<file path="config.mk">
export PLATFORM = sky130hd
export DESIGN_NAME = amf0_stream_tokenizer
export DESIGN_NICKNAME = d
export VERILOG_FILES = /design/src/hdl/amfst_pkg.sv /design/src/hdl/amf0_stream_tokenizer.sv /design/src/hdl/amfst_ram.sv
export SDC_FILE = /design/constraint.sdc
export NUM_CORES = 2
export LEC_CHECK = 0
export BUFFER_PORTS_ARGS = -buffer_cell sky130_fd_sc_hd__buf_2
export CORE_ASPECT_RATIO = 1.75
export CORE_MARGIN = 2
export CORE_UTILIZATION = 45
export DETAILED_ROUTE_END_ITERATION = 10
export MAX_ROUTING_LAYER = met4
export PLACE_DENSITY = 0.58
export SYNTH_ARGS = -nofsm -noshare
export SYNTH_HDL_FRONTEND = slang
export SYNTH_HIERARCHICAL = 1
export SYNTH_SLANG_ARGS = --single-unit
</file>
<file path="constraint.sdc">
create_clock -name clk -period 8 [get_ports clk]
set_input_delay 0.4 -clock clk [delete_from_list [all_inputs] [get_ports clk]]
set_output_delay 0.4 -clock clk [all_outputs]
set_load 0.01 [all_outputs]
</file>
<file path="src/hdl/amfst_pkg.sv">
`timescale 1ns / 1ps
package amfst_pkg;

  // defaults
  localparam int MAX_DEPTH_DEF   = 32;
  localparam int DEPTH_LIMIT_RST = 32;

  // byte roles
  localparam logic [3:0] ROLE_MARKER     = 4'd0;
  localparam logic [3:0] ROLE_STRLEN     = 4'd1;
  localparam logic [3:0] ROLE_ARRAYCOUNT = 4'd2;
  localparam logic [3:0] ROLE_ECMACOUNT  = 4'd3;
  localparam logic [3:0] ROLE_F64        = 4'd4;
  localparam logic [3:0] ROLE_TZ         = 4'd5;
  localparam logic [3:0] ROLE_BOOL       = 4'd6;
  localparam logic [3:0] ROLE_STRDATA    = 4'd7;
  localparam logic [3:0] ROLE_NAMELEN    = 4'd8;
  localparam logic [3:0] ROLE_NAME       = 4'd9;
  localparam logic [3:0] ROLE_END        = 4'd10;
  localparam logic [3:0] ROLE_BAD        = 4'd11;

  // value types
  localparam logic [3:0] VT_NUMBER  = 4'd0;
  localparam logic [3:0] VT_BOOL    = 4'd1;
  localparam logic [3:0] VT_STRING  = 4'd2;
  localparam logic [3:0] VT_LONGSTR = 4'd3;
  localparam logic [3:0] VT_OBJECT  = 4'd4;
  localparam logic [3:0] VT_ECMA    = 4'd5;
  localparam logic [3:0] VT_STRICT  = 4'd6;
  localparam logic [3:0] VT_NULL    = 4'd7;
  localparam logic [3:0] VT_UNDEF   = 4'd8;
  localparam logic [3:0] VT_DATE    = 4'd9;
  localparam logic [3:0] VT_NONE    = 4'd10;

  // error codes
  localparam logic [2:0] ERR_NONE      = 3'd0;
  localparam logic [2:0] ERR_UNKNOWN   = 3'd1;
  localparam logic [2:0] ERR_TOO_DEEP  = 3'd2;
  localparam logic [2:0] ERR_BAD_END   = 3'd3;
  localparam logic [2:0] ERR_TRUNCATED = 3'd4;

  // marker bytes
  localparam logic [7:0] MK_NUMBER  = 8'h00;
  localparam logic [7:0] MK_BOOL    = 8'h01;
  localparam logic [7:0] MK_STRING  = 8'h02;
  localparam logic [7:0] MK_OBJECT  = 8'h03;
  localparam logic [7:0] MK_NULL    = 8'h05;
  localparam logic [7:0] MK_UNDEF   = 8'h06;
  localparam logic [7:0] MK_ECMA    = 8'h08;
  localparam logic [7:0] MK_OBJEND  = 8'h09;
  localparam logic [7:0] MK_STRICT  = 8'h0A;
  localparam logic [7:0] MK_DATE    = 8'h0B;
  localparam logic [7:0] MK_LONGSTR = 8'h0C;

  // frame kinds
  localparam logic [1:0] FK_OBJECT = 2'd0;
  localparam logic [1:0] FK_ECMA   = 2'd1;
  localparam logic [1:0] FK_STRICT = 2'd2;

  typedef enum logic [11:0] {
    PH_MARKER = 12'b0000_0000_0001,
    PH_F64    = 12'b0000_0000_0010,
    PH_TZ     = 12'b0000_0000_0100,
    PH_BOOL   = 12'b0000_0000_1000,
    PH_SLEN   = 12'b0000_0001_0000,
    PH_SDATA  = 12'b0000_0010_0000,
    PH_ACOUNT = 12'b0000_0100_0000,
    PH_ECOUNT = 12'b0000_1000_0000,
    PH_NLEN   = 12'b0001_0000_0000,
    PH_NAME   = 12'b0010_0000_0000,
    PH_END    = 12'b0100_0000_0000,
    PH_DEAD   = 12'b1000_0000_0000
  } phase_t;

  typedef struct packed {
    logic [1:0]  kind;
    logic [31:0] cnt;
  } frame_t;

  // outcome of one step of closing a finished value
  typedef struct packed {
    logic top;
    logic nlen;
    logic dec;
    logic load;
  } cv_t;

  typedef struct packed {
    logic [7:0] in_byte;
    logic       buffer_last;
  } in_word_t;

  typedef struct packed {
    logic [7:0] out_byte;
    logic [3:0] byte_role;
    logic [3:0] value_type;
    logic [5:0] nest_level_out;
    logic       top_value_done;
    logic [2:0] error_code;
    logic       buffer_ok;
  } out_word_t;

  // one level of value completion against the top frame
  function automatic cv_t cv_step(logic n_zero, logic n_one, frame_t f);
    cv_t r;
    r = '0;
    if (n_zero) begin
      r.top = 1'b1;
    end else if (f.kind != FK_STRICT) begin
      r.nlen = 1'b1;
    end else if (f.cnt != 32'd1) begin
      r.dec = 1'b1;
    end else if (n_one) begin
      r.top = 1'b1;
    end else begin
      r.load = 1'b1;
    end
    return r;
  endfunction

endpackage

</file>
<file path="src/hdl/amf0_stream_tokenizer.sv">
`timescale 1ns / 1ps
// AMF0 byte tokenizer: one byte word in, one labeled word out, one byte per cycle
// sustained while no pop chain or output stall holds input off; each label passes
// through the result stage and the output register. Closing a value pops frames from
// the frame stack RAM one per cycle (one read per cycle, registered read port):
// every pop that leaves the stack non-empty, whether an exhausted strict array or
// the container closed by an object or ECMA end byte, needs a RAM read, and input is
// held off meanwhile. Pops that empty the stack need no read.
// depth_limit is written through cfg_we/cfg_data; the user must write it only while the block is idle (not enforced).
module amf0_stream_tokenizer #(
  parameter int MAX_DEPTH = amfst_pkg::MAX_DEPTH_DEF
) (
  input  logic                 clk,
  input  logic                 rst,
  input  logic                 cfg_we,
  input  logic [5:0]           cfg_data,
  input  logic                 in_valid,
  output logic                 in_ready,
  input  amfst_pkg::in_word_t  in_word,
  output logic                 out_valid,
  input  logic                 out_ready,
  output amfst_pkg::out_word_t out_word
);
  import amfst_pkg::*;

  localparam int DEPTH = MAX_DEPTH + 1;
  localparam int LW    = $clog2(MAX_DEPTH + 2);
  localparam int AW    = $clog2(MAX_DEPTH + 1);

  logic [5:0]    depth_limit;
  phase_t        phase, phase_next;
  logic [3:0]    kind, kind_next;
  logic [3:0]    fidx, fidx_next;
  logic [31:0]   blen, blen_next;
  logic [2:0]    err, err_next;
  logic [LW-1:0] n, n_next;
  frame_t        tos, tos_next;
  logic          loading, loading_next;
  logic          res_valid, res_last;
  out_word_t     res_word;

  logic          ram_we;
  logic [AW-1:0] ram_waddr, ram_raddr;
  frame_t        ram_wdata, ram_rdata;

  logic          in_fire, move;
  logic [3:0]    role, vtype;
  logic [LW-1:0] nest;
  logic          push, cv_go, end_pop, finish, last_src;
  frame_t        push_frame, cv_src;
  cv_t           cvr;
  logic [2:0]    fin_code;
  logic          fin_ok;
  logic [31:0]   blen_sh;
  logic [3:0]    fidx_inc;
  logic [7:0]    lim8, n8;
  logic [3:0]    ctype;
  logic [LW-1:0] cdepth;

  amfst_ram #(.DEPTH(DEPTH), .AW(AW)) u_ram (
    .clk   (clk),
    .we    (ram_we),
    .waddr (ram_waddr),
    .wdata (ram_wdata),
    .raddr (ram_raddr),
    .rdata (ram_rdata)
  );

  // handshake: hold input while a pop chain is reading the stack
  assign move     = res_valid && !loading && (!out_valid || out_ready);
  assign in_ready = !loading && (!res_valid || move);
  assign in_fire  = in_valid && in_ready;

  assign blen_sh  = {blen[23:0], in_word.in_byte};
  assign fidx_inc = fidx + 4'd1;
  assign n8       = 8'(n);
  assign lim8     = (8'(depth_limit) > 8'(MAX_DEPTH)) ? 8'(MAX_DEPTH) : 8'(depth_limit);
  assign ctype    = (n != '0 && tos.kind == FK_ECMA) ? VT_ECMA : VT_OBJECT;
  assign cdepth   = (n != '0) ? n - 1'b1 : '0;

  // decode the byte and update the parse state
  always_comb begin
    phase_next   = phase;
    kind_next    = kind;
    fidx_next    = fidx;
    blen_next    = blen;
    err_next     = err;
    n_next       = n;
    tos_next     = tos;
    loading_next = loading;
    role         = ROLE_BAD;
    vtype        = VT_NONE;
    nest         = '0;
    push         = 1'b0;
    push_frame   = '0;
    cv_go        = 1'b0;
    end_pop      = 1'b0;
    cvr          = '0;
    cv_src       = tos;
    finish       = 1'b0;
    ram_we       = 1'b0;
    ram_waddr    = AW'(n - 1'b1);
    ram_wdata    = tos;
    ram_raddr    = '0;
    last_src     = loading ? res_last : in_word.buffer_last;

    if (loading) begin
      // continue the pop chain with the frame just read
      tos_next = ram_rdata;
      cv_src   = ram_rdata;
      cvr      = cv_step(1'b0, n == LW'(1), ram_rdata);
    end else if (in_fire) begin
      case (phase)
        PH_MARKER: begin
          if (n8 > lim8) begin
            if (err == ERR_NONE) err_next = ERR_TOO_DEEP;
            phase_next = PH_DEAD;
          end else begin
            role      = ROLE_MARKER;
            nest      = n;
            fidx_next = '0;
            blen_next = '0;
            case (in_word.in_byte)
              MK_NUMBER:  begin vtype = VT_NUMBER;  phase_next = PH_F64;    end
              MK_BOOL:    begin vtype = VT_BOOL;    phase_next = PH_BOOL;   end
              MK_STRING:  begin vtype = VT_STRING;  phase_next = PH_SLEN;   end
              MK_LONGSTR: begin vtype = VT_LONGSTR; phase_next = PH_SLEN;   end
              MK_OBJECT: begin
                vtype      = VT_OBJECT;
                push       = 1'b1;
                push_frame = '{kind: FK_OBJECT, cnt: 32'd0};
                phase_next = PH_NLEN;
              end
              MK_ECMA:    begin vtype = VT_ECMA;    phase_next = PH_ECOUNT; end
              MK_STRICT:  begin vtype = VT_STRICT;  phase_next = PH_ACOUNT; end
              MK_NULL:    begin vtype = VT_NULL;    cv_go = 1'b1;           end
              MK_UNDEF:   begin vtype = VT_UNDEF;   cv_go = 1'b1;           end
              MK_DATE:    begin vtype = VT_DATE;    phase_next = PH_F64;    end
              default: begin
                role = ROLE_BAD;
                nest = '0;
                if (err == ERR_NONE) err_next = ERR_UNKNOWN;
                phase_next = PH_DEAD;
              end
            endcase
            if (role == ROLE_MARKER) kind_next = vtype;
          end
        end
        PH_F64: begin
          role = ROLE_F64; vtype = kind; nest = n;
          if (fidx_inc >= 4'd8) begin
            fidx_next = '0;
            if (kind == VT_DATE) phase_next = PH_TZ;
            else cv_go = 1'b1;
          end else begin
            fidx_next = fidx_inc;
          end
        end
        PH_TZ: begin
          role = ROLE_TZ; vtype = kind; nest = n;
          fidx_next = fidx_inc;
          if (fidx_inc >= 4'd2) cv_go = 1'b1;
        end
        PH_BOOL: begin
          role = ROLE_BOOL; vtype = kind; nest = n;
          cv_go = 1'b1;
        end
        PH_SLEN: begin
          role = ROLE_STRLEN; vtype = kind; nest = n;
          blen_next = blen_sh;
          fidx_next = fidx_inc;
          if (fidx_inc >= ((kind == VT_LONGSTR) ? 4'd4 : 4'd2)) begin
            if (blen_sh == 32'd0) cv_go = 1'b1;
            else phase_next = PH_SDATA;
          end
        end
        PH_SDATA: begin
          role = ROLE_STRDATA; vtype = kind; nest = n;
          blen_next = blen - 32'd1;
          if (blen_next == 32'd0) cv_go = 1'b1;
        end
        PH_ACOUNT, PH_ECOUNT: begin
          role = (phase == PH_ACOUNT) ? ROLE_ARRAYCOUNT : ROLE_ECMACOUNT;
          vtype = kind; nest = n;
          blen_next = blen_sh;
          fidx_next = fidx_inc;
          if (fidx_inc >= 4'd4) begin
            if (phase == PH_ECOUNT) begin
              push       = 1'b1;
              push_frame = '{kind: FK_ECMA, cnt: 32'd0};
              phase_next = PH_NLEN;
              fidx_next  = '0;
              blen_next  = '0;
            end else if (blen_sh == 32'd0) begin
              cv_go = 1'b1;
            end else begin
              push       = 1'b1;
              push_frame = '{kind: FK_STRICT, cnt: blen_sh};
              phase_next = PH_MARKER;
            end
          end
        end
        PH_NLEN: begin
          role = ROLE_NAMELEN; vtype = ctype; nest = cdepth;
          blen_next = blen_sh;
          fidx_next = fidx_inc;
          if (fidx_inc >= 4'd2) phase_next = (blen_sh == 32'd0) ? PH_END : PH_NAME;
        end
        PH_NAME: begin
          role = ROLE_NAME; vtype = ctype; nest = cdepth;
          blen_next = blen - 32'd1;
          if (blen_next == 32'd0) phase_next = PH_MARKER;
        end
        PH_END: begin
          if (in_word.in_byte != MK_OBJEND) begin
            if (err == ERR_NONE) err_next = ERR_BAD_END;
            phase_next = PH_DEAD;
          end else begin
            role = ROLE_END; vtype = ctype; nest = cdepth;
            end_pop = 1'b1;
          end
        end
        PH_DEAD: begin
          phase_next = PH_DEAD;
        end
        default: begin
          phase_next = PH_DEAD;
        end
      endcase

      // push the new frame, spill the old top to the RAM
      if (push && (n8 < 8'(DEPTH))) begin
        ram_we   = (n != '0);
        tos_next = push_frame;
        n_next   = n + 1'b1;
      end

      // pop the closed container, then finish the value it was part of
      if (end_pop) begin
        if (n <= LW'(1)) cvr.top = 1'b1;
        else cvr.load = 1'b1;
      end else if (cv_go) begin
        cvr = cv_step(n == '0, n == LW'(1), tos);
      end
    end

    // apply the completion step
    if (loading || in_fire) begin
      if (cvr.top) begin
        n_next     = '0;
        phase_next = PH_MARKER;
        kind_next  = VT_NONE;
      end
      if (cvr.nlen) begin
        phase_next = PH_NLEN;
        fidx_next  = '0;
        blen_next  = '0;
      end
      if (cvr.dec) begin
        tos_next.cnt = cv_src.cnt - 32'd1;
        phase_next   = PH_MARKER;
      end
      if (cvr.load) begin
        n_next    = n - 1'b1;
        ram_raddr = AW'(n - LW'(2));
      end
      loading_next = cvr.load;
      finish       = !cvr.load;
    end

    // settle the code and clear on the last byte
    fin_code = err_next;
    if (finish && last_src) begin
      if (err_next == ERR_NONE && !(phase_next == PH_MARKER && n_next == '0)) begin
        fin_code = ERR_TRUNCATED;
      end
      n_next     = '0;
      phase_next = PH_MARKER;
      kind_next  = VT_NONE;
      fidx_next  = '0;
      blen_next  = '0;
      err_next   = ERR_NONE;
    end
    fin_ok = last_src && (fin_code == ERR_NONE);
  end

  // parse state
  always_ff @(posedge clk) begin
    if (rst) begin
      phase   <= PH_MARKER;
      kind    <= VT_NONE;
      fidx    <= '0;
      blen    <= '0;
      err     <= ERR_NONE;
      n       <= '0;
      loading <= 1'b0;
    end else begin
      phase   <= phase_next;
      kind    <= kind_next;
      fidx    <= fidx_next;
      blen    <= blen_next;
      err     <= err_next;
      n       <= n_next;
      loading <= loading_next;
    end
  end

  always_ff @(posedge clk) begin
    tos <= tos_next;
  end

  // configuration register
  always_ff @(posedge clk) begin
    if (rst) begin
      depth_limit <= 6'(DEPTH_LIMIT_RST);
    end else if (cfg_we) begin
      depth_limit <= cfg_data;
    end
  end

  // result stage: fill on accept, finish when the pop chain ends
  always_ff @(posedge clk) begin
    if (in_fire) begin
      res_word.out_byte       <= in_word.in_byte;
      res_word.byte_role      <= role;
      res_word.value_type     <= vtype;
      res_word.nest_level_out <= 6'(nest);
      res_word.top_value_done <= cvr.top;
      res_word.error_code     <= fin_code;
      res_word.buffer_ok      <= fin_ok;
      res_last                <= in_word.buffer_last;
    end else if (loading && finish) begin
      res_word.top_value_done <= cvr.top;
      res_word.error_code     <= fin_code;
      res_word.buffer_ok      <= fin_ok;
    end
  end

  always_ff @(posedge clk) begin
    if (rst) begin
      res_valid <= 1'b0;
    end else if (in_fire) begin
      res_valid <= 1'b1;
    end else if (move) begin
      res_valid <= 1'b0;
    end
  end

  // output register
  always_ff @(posedge clk) begin
    if (move) begin
      out_word <= res_word;
    end
  end

  always_ff @(posedge clk) begin
    if (rst) begin
      out_valid <= 1'b0;
    end else if (move) begin
      out_valid <= 1'b1;
    end else if (out_ready) begin
      out_valid <= 1'b0;
    end
  end

endmodule

</file>
<file path="src/hdl/amfst_ram.sv">
`timescale 1ns / 1ps
module amfst_ram #(
  parameter int DEPTH = amfst_pkg::MAX_DEPTH_DEF + 1,
  parameter int AW    = $clog2(amfst_pkg::MAX_DEPTH_DEF + 1)
) (
  input  logic                 clk,
  input  logic                 we,
  input  logic [AW-1:0]        waddr,
  input  amfst_pkg::frame_t    wdata,
  input  logic [AW-1:0]        raddr,
  output amfst_pkg::frame_t    rdata
);
  import amfst_pkg::*;

  frame_t mem [DEPTH];

  // write port
  always_ff @(posedge clk) begin
    if (we) begin
      mem[waddr] <= wdata;
    end
  end

  // registered read port
  always_ff @(posedge clk) begin
    rdata <= mem[raddr];
  end

endmodule

</file>
==> impl_metrics.env <==
export IMPL_wl_per_cell_um=29.7
export IMPL_dp_hpwl_um=97300
export IMPL_insertion_delay_ns=0.75
export IMPL_dr_pass1_iters=6
export IMPL_setup_viol=0
export IMPL_worst_slew_pin_slew_ns=1.35
export IMPL_ctsResizeCount=0
export IMPL_cts_tree="yes"
export IMPL_synthArstFlopShare_pct=0
export IMPL_synth_seq_cells=1315
export IMPL_slowest_stage="nor2_4"
export IMPL_postCtsSetupBuffers=0
export IMPL_finalCriticalPeriod_ns=6.09
export IMPL_fillCellCount=10500
export IMPL_grt_antenna_before_repair=3
export IMPL_viasPerCell=6.07
export IMPL_synth_area_sq_um=55800
export IMPL_cpPeakStageDelay_ns=0.85
export IMPL_die_width_um=270
export IMPL_maxCapViolations=0
export IMPL_final_hold_violation_count=0
export IMPL_overflow=0
export IMPL_area_growth_pct=11.5
export IMPL_start_util_pct=45.4
export IMPL_drive_above_1_share_pct=13.5
export IMPL_slew_headroom_pct=9.97
export IMPL_required_ns=8.63
export IMPL_path_max_fanout=35
export IMPL_vdd_ir_drop_max_mv=0.190
export IMPL_multi_input_area_sq_um=16700
export IMPL_hold_ws_ns=0.0524
export IMPL_ys_seq_area_share_pct=68.3
export IMPL_cts_sinks=1315
export IMPL_status="finished clean"
export IMPL_cp_top_family="simple AND/OR/NAND/NOR gates"
export IMPL_ant_nets=0
export IMPL_ios=49
export IMPL_gp_congestion=0.943
export IMPL_num_rows=170
export IMPL_nets=3867
export IMPL_syn_nets=3794
export IMPL_power_leakage_nw=21.4
export IMPL_power_density_nw_per_um2=210
export IMPL_met2_usage_pct=47.0
export IMPL_cts_buffers=112
export IMPL_ys_flop_type="edfxtp_1"
export IMPL_period_share_pct=76.2
export IMPL_hold_buffers=18
export IMPL_grt_busiest_layer="met2"
export IMPL_vias=33700
export IMPL_seqCellArea_sq_um=38100
export IMPL_drt_initial_drc_count=2914
export IMPL_clk_pin_slew_ns=0.07
export IMPL_grt_usage_pct=26.4
export IMPL_clock_skew_ns=0.0343
export IMPL_cp_cell_sequence="inv_1 > ha_1 > or3b_1 > o21a_4 > nor4_4 > nand2_1 > a2111oi_4 > and3_1 > o41ai_2 > nor2_4 > buf_4 > mux2i_1 > a22o_1 > a221oi_1 > o22ai_1 > o41ai_2"
export IMPL_slew_viol_final=0
export IMPL_grt_max_degree=94
export IMPL_first_global_vias=33300
export IMPL_max_freq_ghz=0.164
export IMPL_grt_pass1_wl_um=236000
export IMPL_fin_setup_tns_ns=0
export IMPL_synth_edf_count=1179
export IMPL_final_core_util_pct=50.6
export IMPL_reg2reg_slack_ns=1.91
export IMPL_die_y_um=470
export IMPL_clockRootBuffer="clkbuf_16"
export IMPL_io_buffers=48
export IMPL_path_class="reg2reg"
export IMPL_core_area_sq_um=123000
export IMPL_synthCells=3754
export IMPL_clock_path_buffers=3
export IMPL_worst_setup_path_start_kind="register"
export IMPL_use_met3_pct=2.87
export IMPL_drc=0
export IMPL_synth_cell_type_count=91
export IMPL_cp_common_cell="o41ai_2"
export IMPL_arrival_ns=6.72
export IMPL_rsz0062_at_grt="false"
export IMPL_avgSynthCellArea_sq_um=14.9
export IMPL_postRouteWirelength_um=165000
export IMPL_htree_num_levels=3
export IMPL_cp_end_kind="register"
export IMPL_dieArea_sq_um=127000
export IMPL_hold_path_class="in2reg"
export IMPL_use_met1_pct=30.3
export IMPL_worst_path_buf_inv=2
export IMPL_ys_warn_count=6
[final cells by class]
class / instances / share of cell area [%]
well taps: 1634 / 3.29
repair buffers: 200 / 2.59
clock buffers: 140 / 4.85
multi-input cells: 2178 / 26.8
flip-flops and latches: 1315 / 61.3
inverters: 20 / 0.121
clock inverters: 71 / 1.03
diodes: 2 / 0.00804
[registers in the layout (all words and copies together) (netlist names)]
register	count
n	6
loading	1
out_valid	1
blen	32
phase	12
depth_limit	6
u_ram/rdata	34
u_ram/mem	1122
res_last	1
fidx	4
res_word	27
res_valid	1
out_word	27
kind	4
ram_wdata	34
err	3
[power breakdown]
| group | internal (mW) | switching, mW |
|---|---|---|
| combinational | 0.0434 | 0.107 |
| clock | 2.95 | 2.52 |
| sequential | 7.40 | 0.0128 |
| total | 10.4 | 2.64 |
[placed cells by master, fill, tap and decap left out, drive strengths merged, types with 69 or more instances in the layout]
cell type and instances:
buf 182, o21ai 89, a22o 69, a21oi 160, nor2 233, a221oi 70
mux2i 561, nor3 80, clkbuf 140, dfxtp 136, a22oi 194, edfxtp 1179
nand2 158
[layer usage]
metal	vias up	part of all wire, %	wire [um]
met4	0	4.1	6750
met2	1134	53	87600
li1	14900	-	-
met5	-	0	0
met1	17400	38	62600
met3	313	5.0	8320
[synth_stat cells (all sizes together), types with 19 or more instances]
| cell | number | area [sq um] |
|---|---|---|
| nor2b | 31 | 194 |
| nor3 | 80 | 422 |
| nor4 | 34 | 295 |
| nand4 | 27 | 169 |
| xnor2 | 50 | 438 |
| nand2 | 158 | 601 |
| buf | 113 | 738 |
| inv | 19 | 71.3 |
| a22o | 69 | 604 |
| dfxtp | 136 | 2720 |
| a21oi | 160 | 801 |
| ha | 20 | 250 |
| clkbuf | 128 | 493 |
| o22ai | 40 | 250 |
| mux2i | 561 | 5620 |
| nor2 | 233 | 877 |
| a22oi | 194 | 1460 |
| xor2 | 45 | 394 |
| nand3 | 44 | 220 |
| nand2b | 24 | 150 |
| o21ai | 89 | 457 |
| a221oi | 70 | 920 |
| o41ai | 39 | 604 |
| edfxtp | 1179 | 35400 |
[path summary, 6_finish.rpt]
check,start,to,cells past startpoint
setup / recovery,blen[0],u_ram/rdata[33],16
hold / removal,rst,loading,2
setup reg to reg,blen[0],u_ram/rdata[33],16
hold reg to reg,res_word[15],out_word[15],0
[worst register-to-register path: stages, from the launching register on]
cell and delay, ns:
dfxtp_1 0.41, inv_1 0.15, ha_1 0.29, or3b_1 0.60, o21a_4 0.30, nor4_4 0.31, nand2_1 0.19, a2111oi_4 0.37
and3_1 0.26, o41ai_2 0.19, nor2_4 0.85, buf_4 0.69, mux2i_1 0.21, a22o_1 0.26, a221oi_1 0.32, o22ai_1 0.14
o41ai_2 0.43
[per-stage QoR]
step / std cells / area [sq um] / setup WS (ns) / power [mW]
2_1_floorplan: 3754 / 55800 / 2.17 / 7.64
3_3_place_gp: 5329 / 58400 / 2.06 / 7.70
3_5_place_dp: 5329 / 58400 / 2.00 / 7.70
4_1_cts: 5558 / 62200 / 1.97 / 13.1
5_1_grt: 5559 / 62200 / 1.61 / 13.4
6_report: 5560 / 62200 / 1.91 / 13.0
[kinds of logic after synthesis]
family	synth area share [%]
XOR/XNOR	1.49
flip-flops	68.3
buffers and inverters	2.34
multiplexers	10.1
AO/OA/AOI/OAI	10.6
AND/OR/NAND/NOR	6.68
adder cells (fa/ha/maj)	0.448
Note: power is estimated with default switching activity, not from simulation.
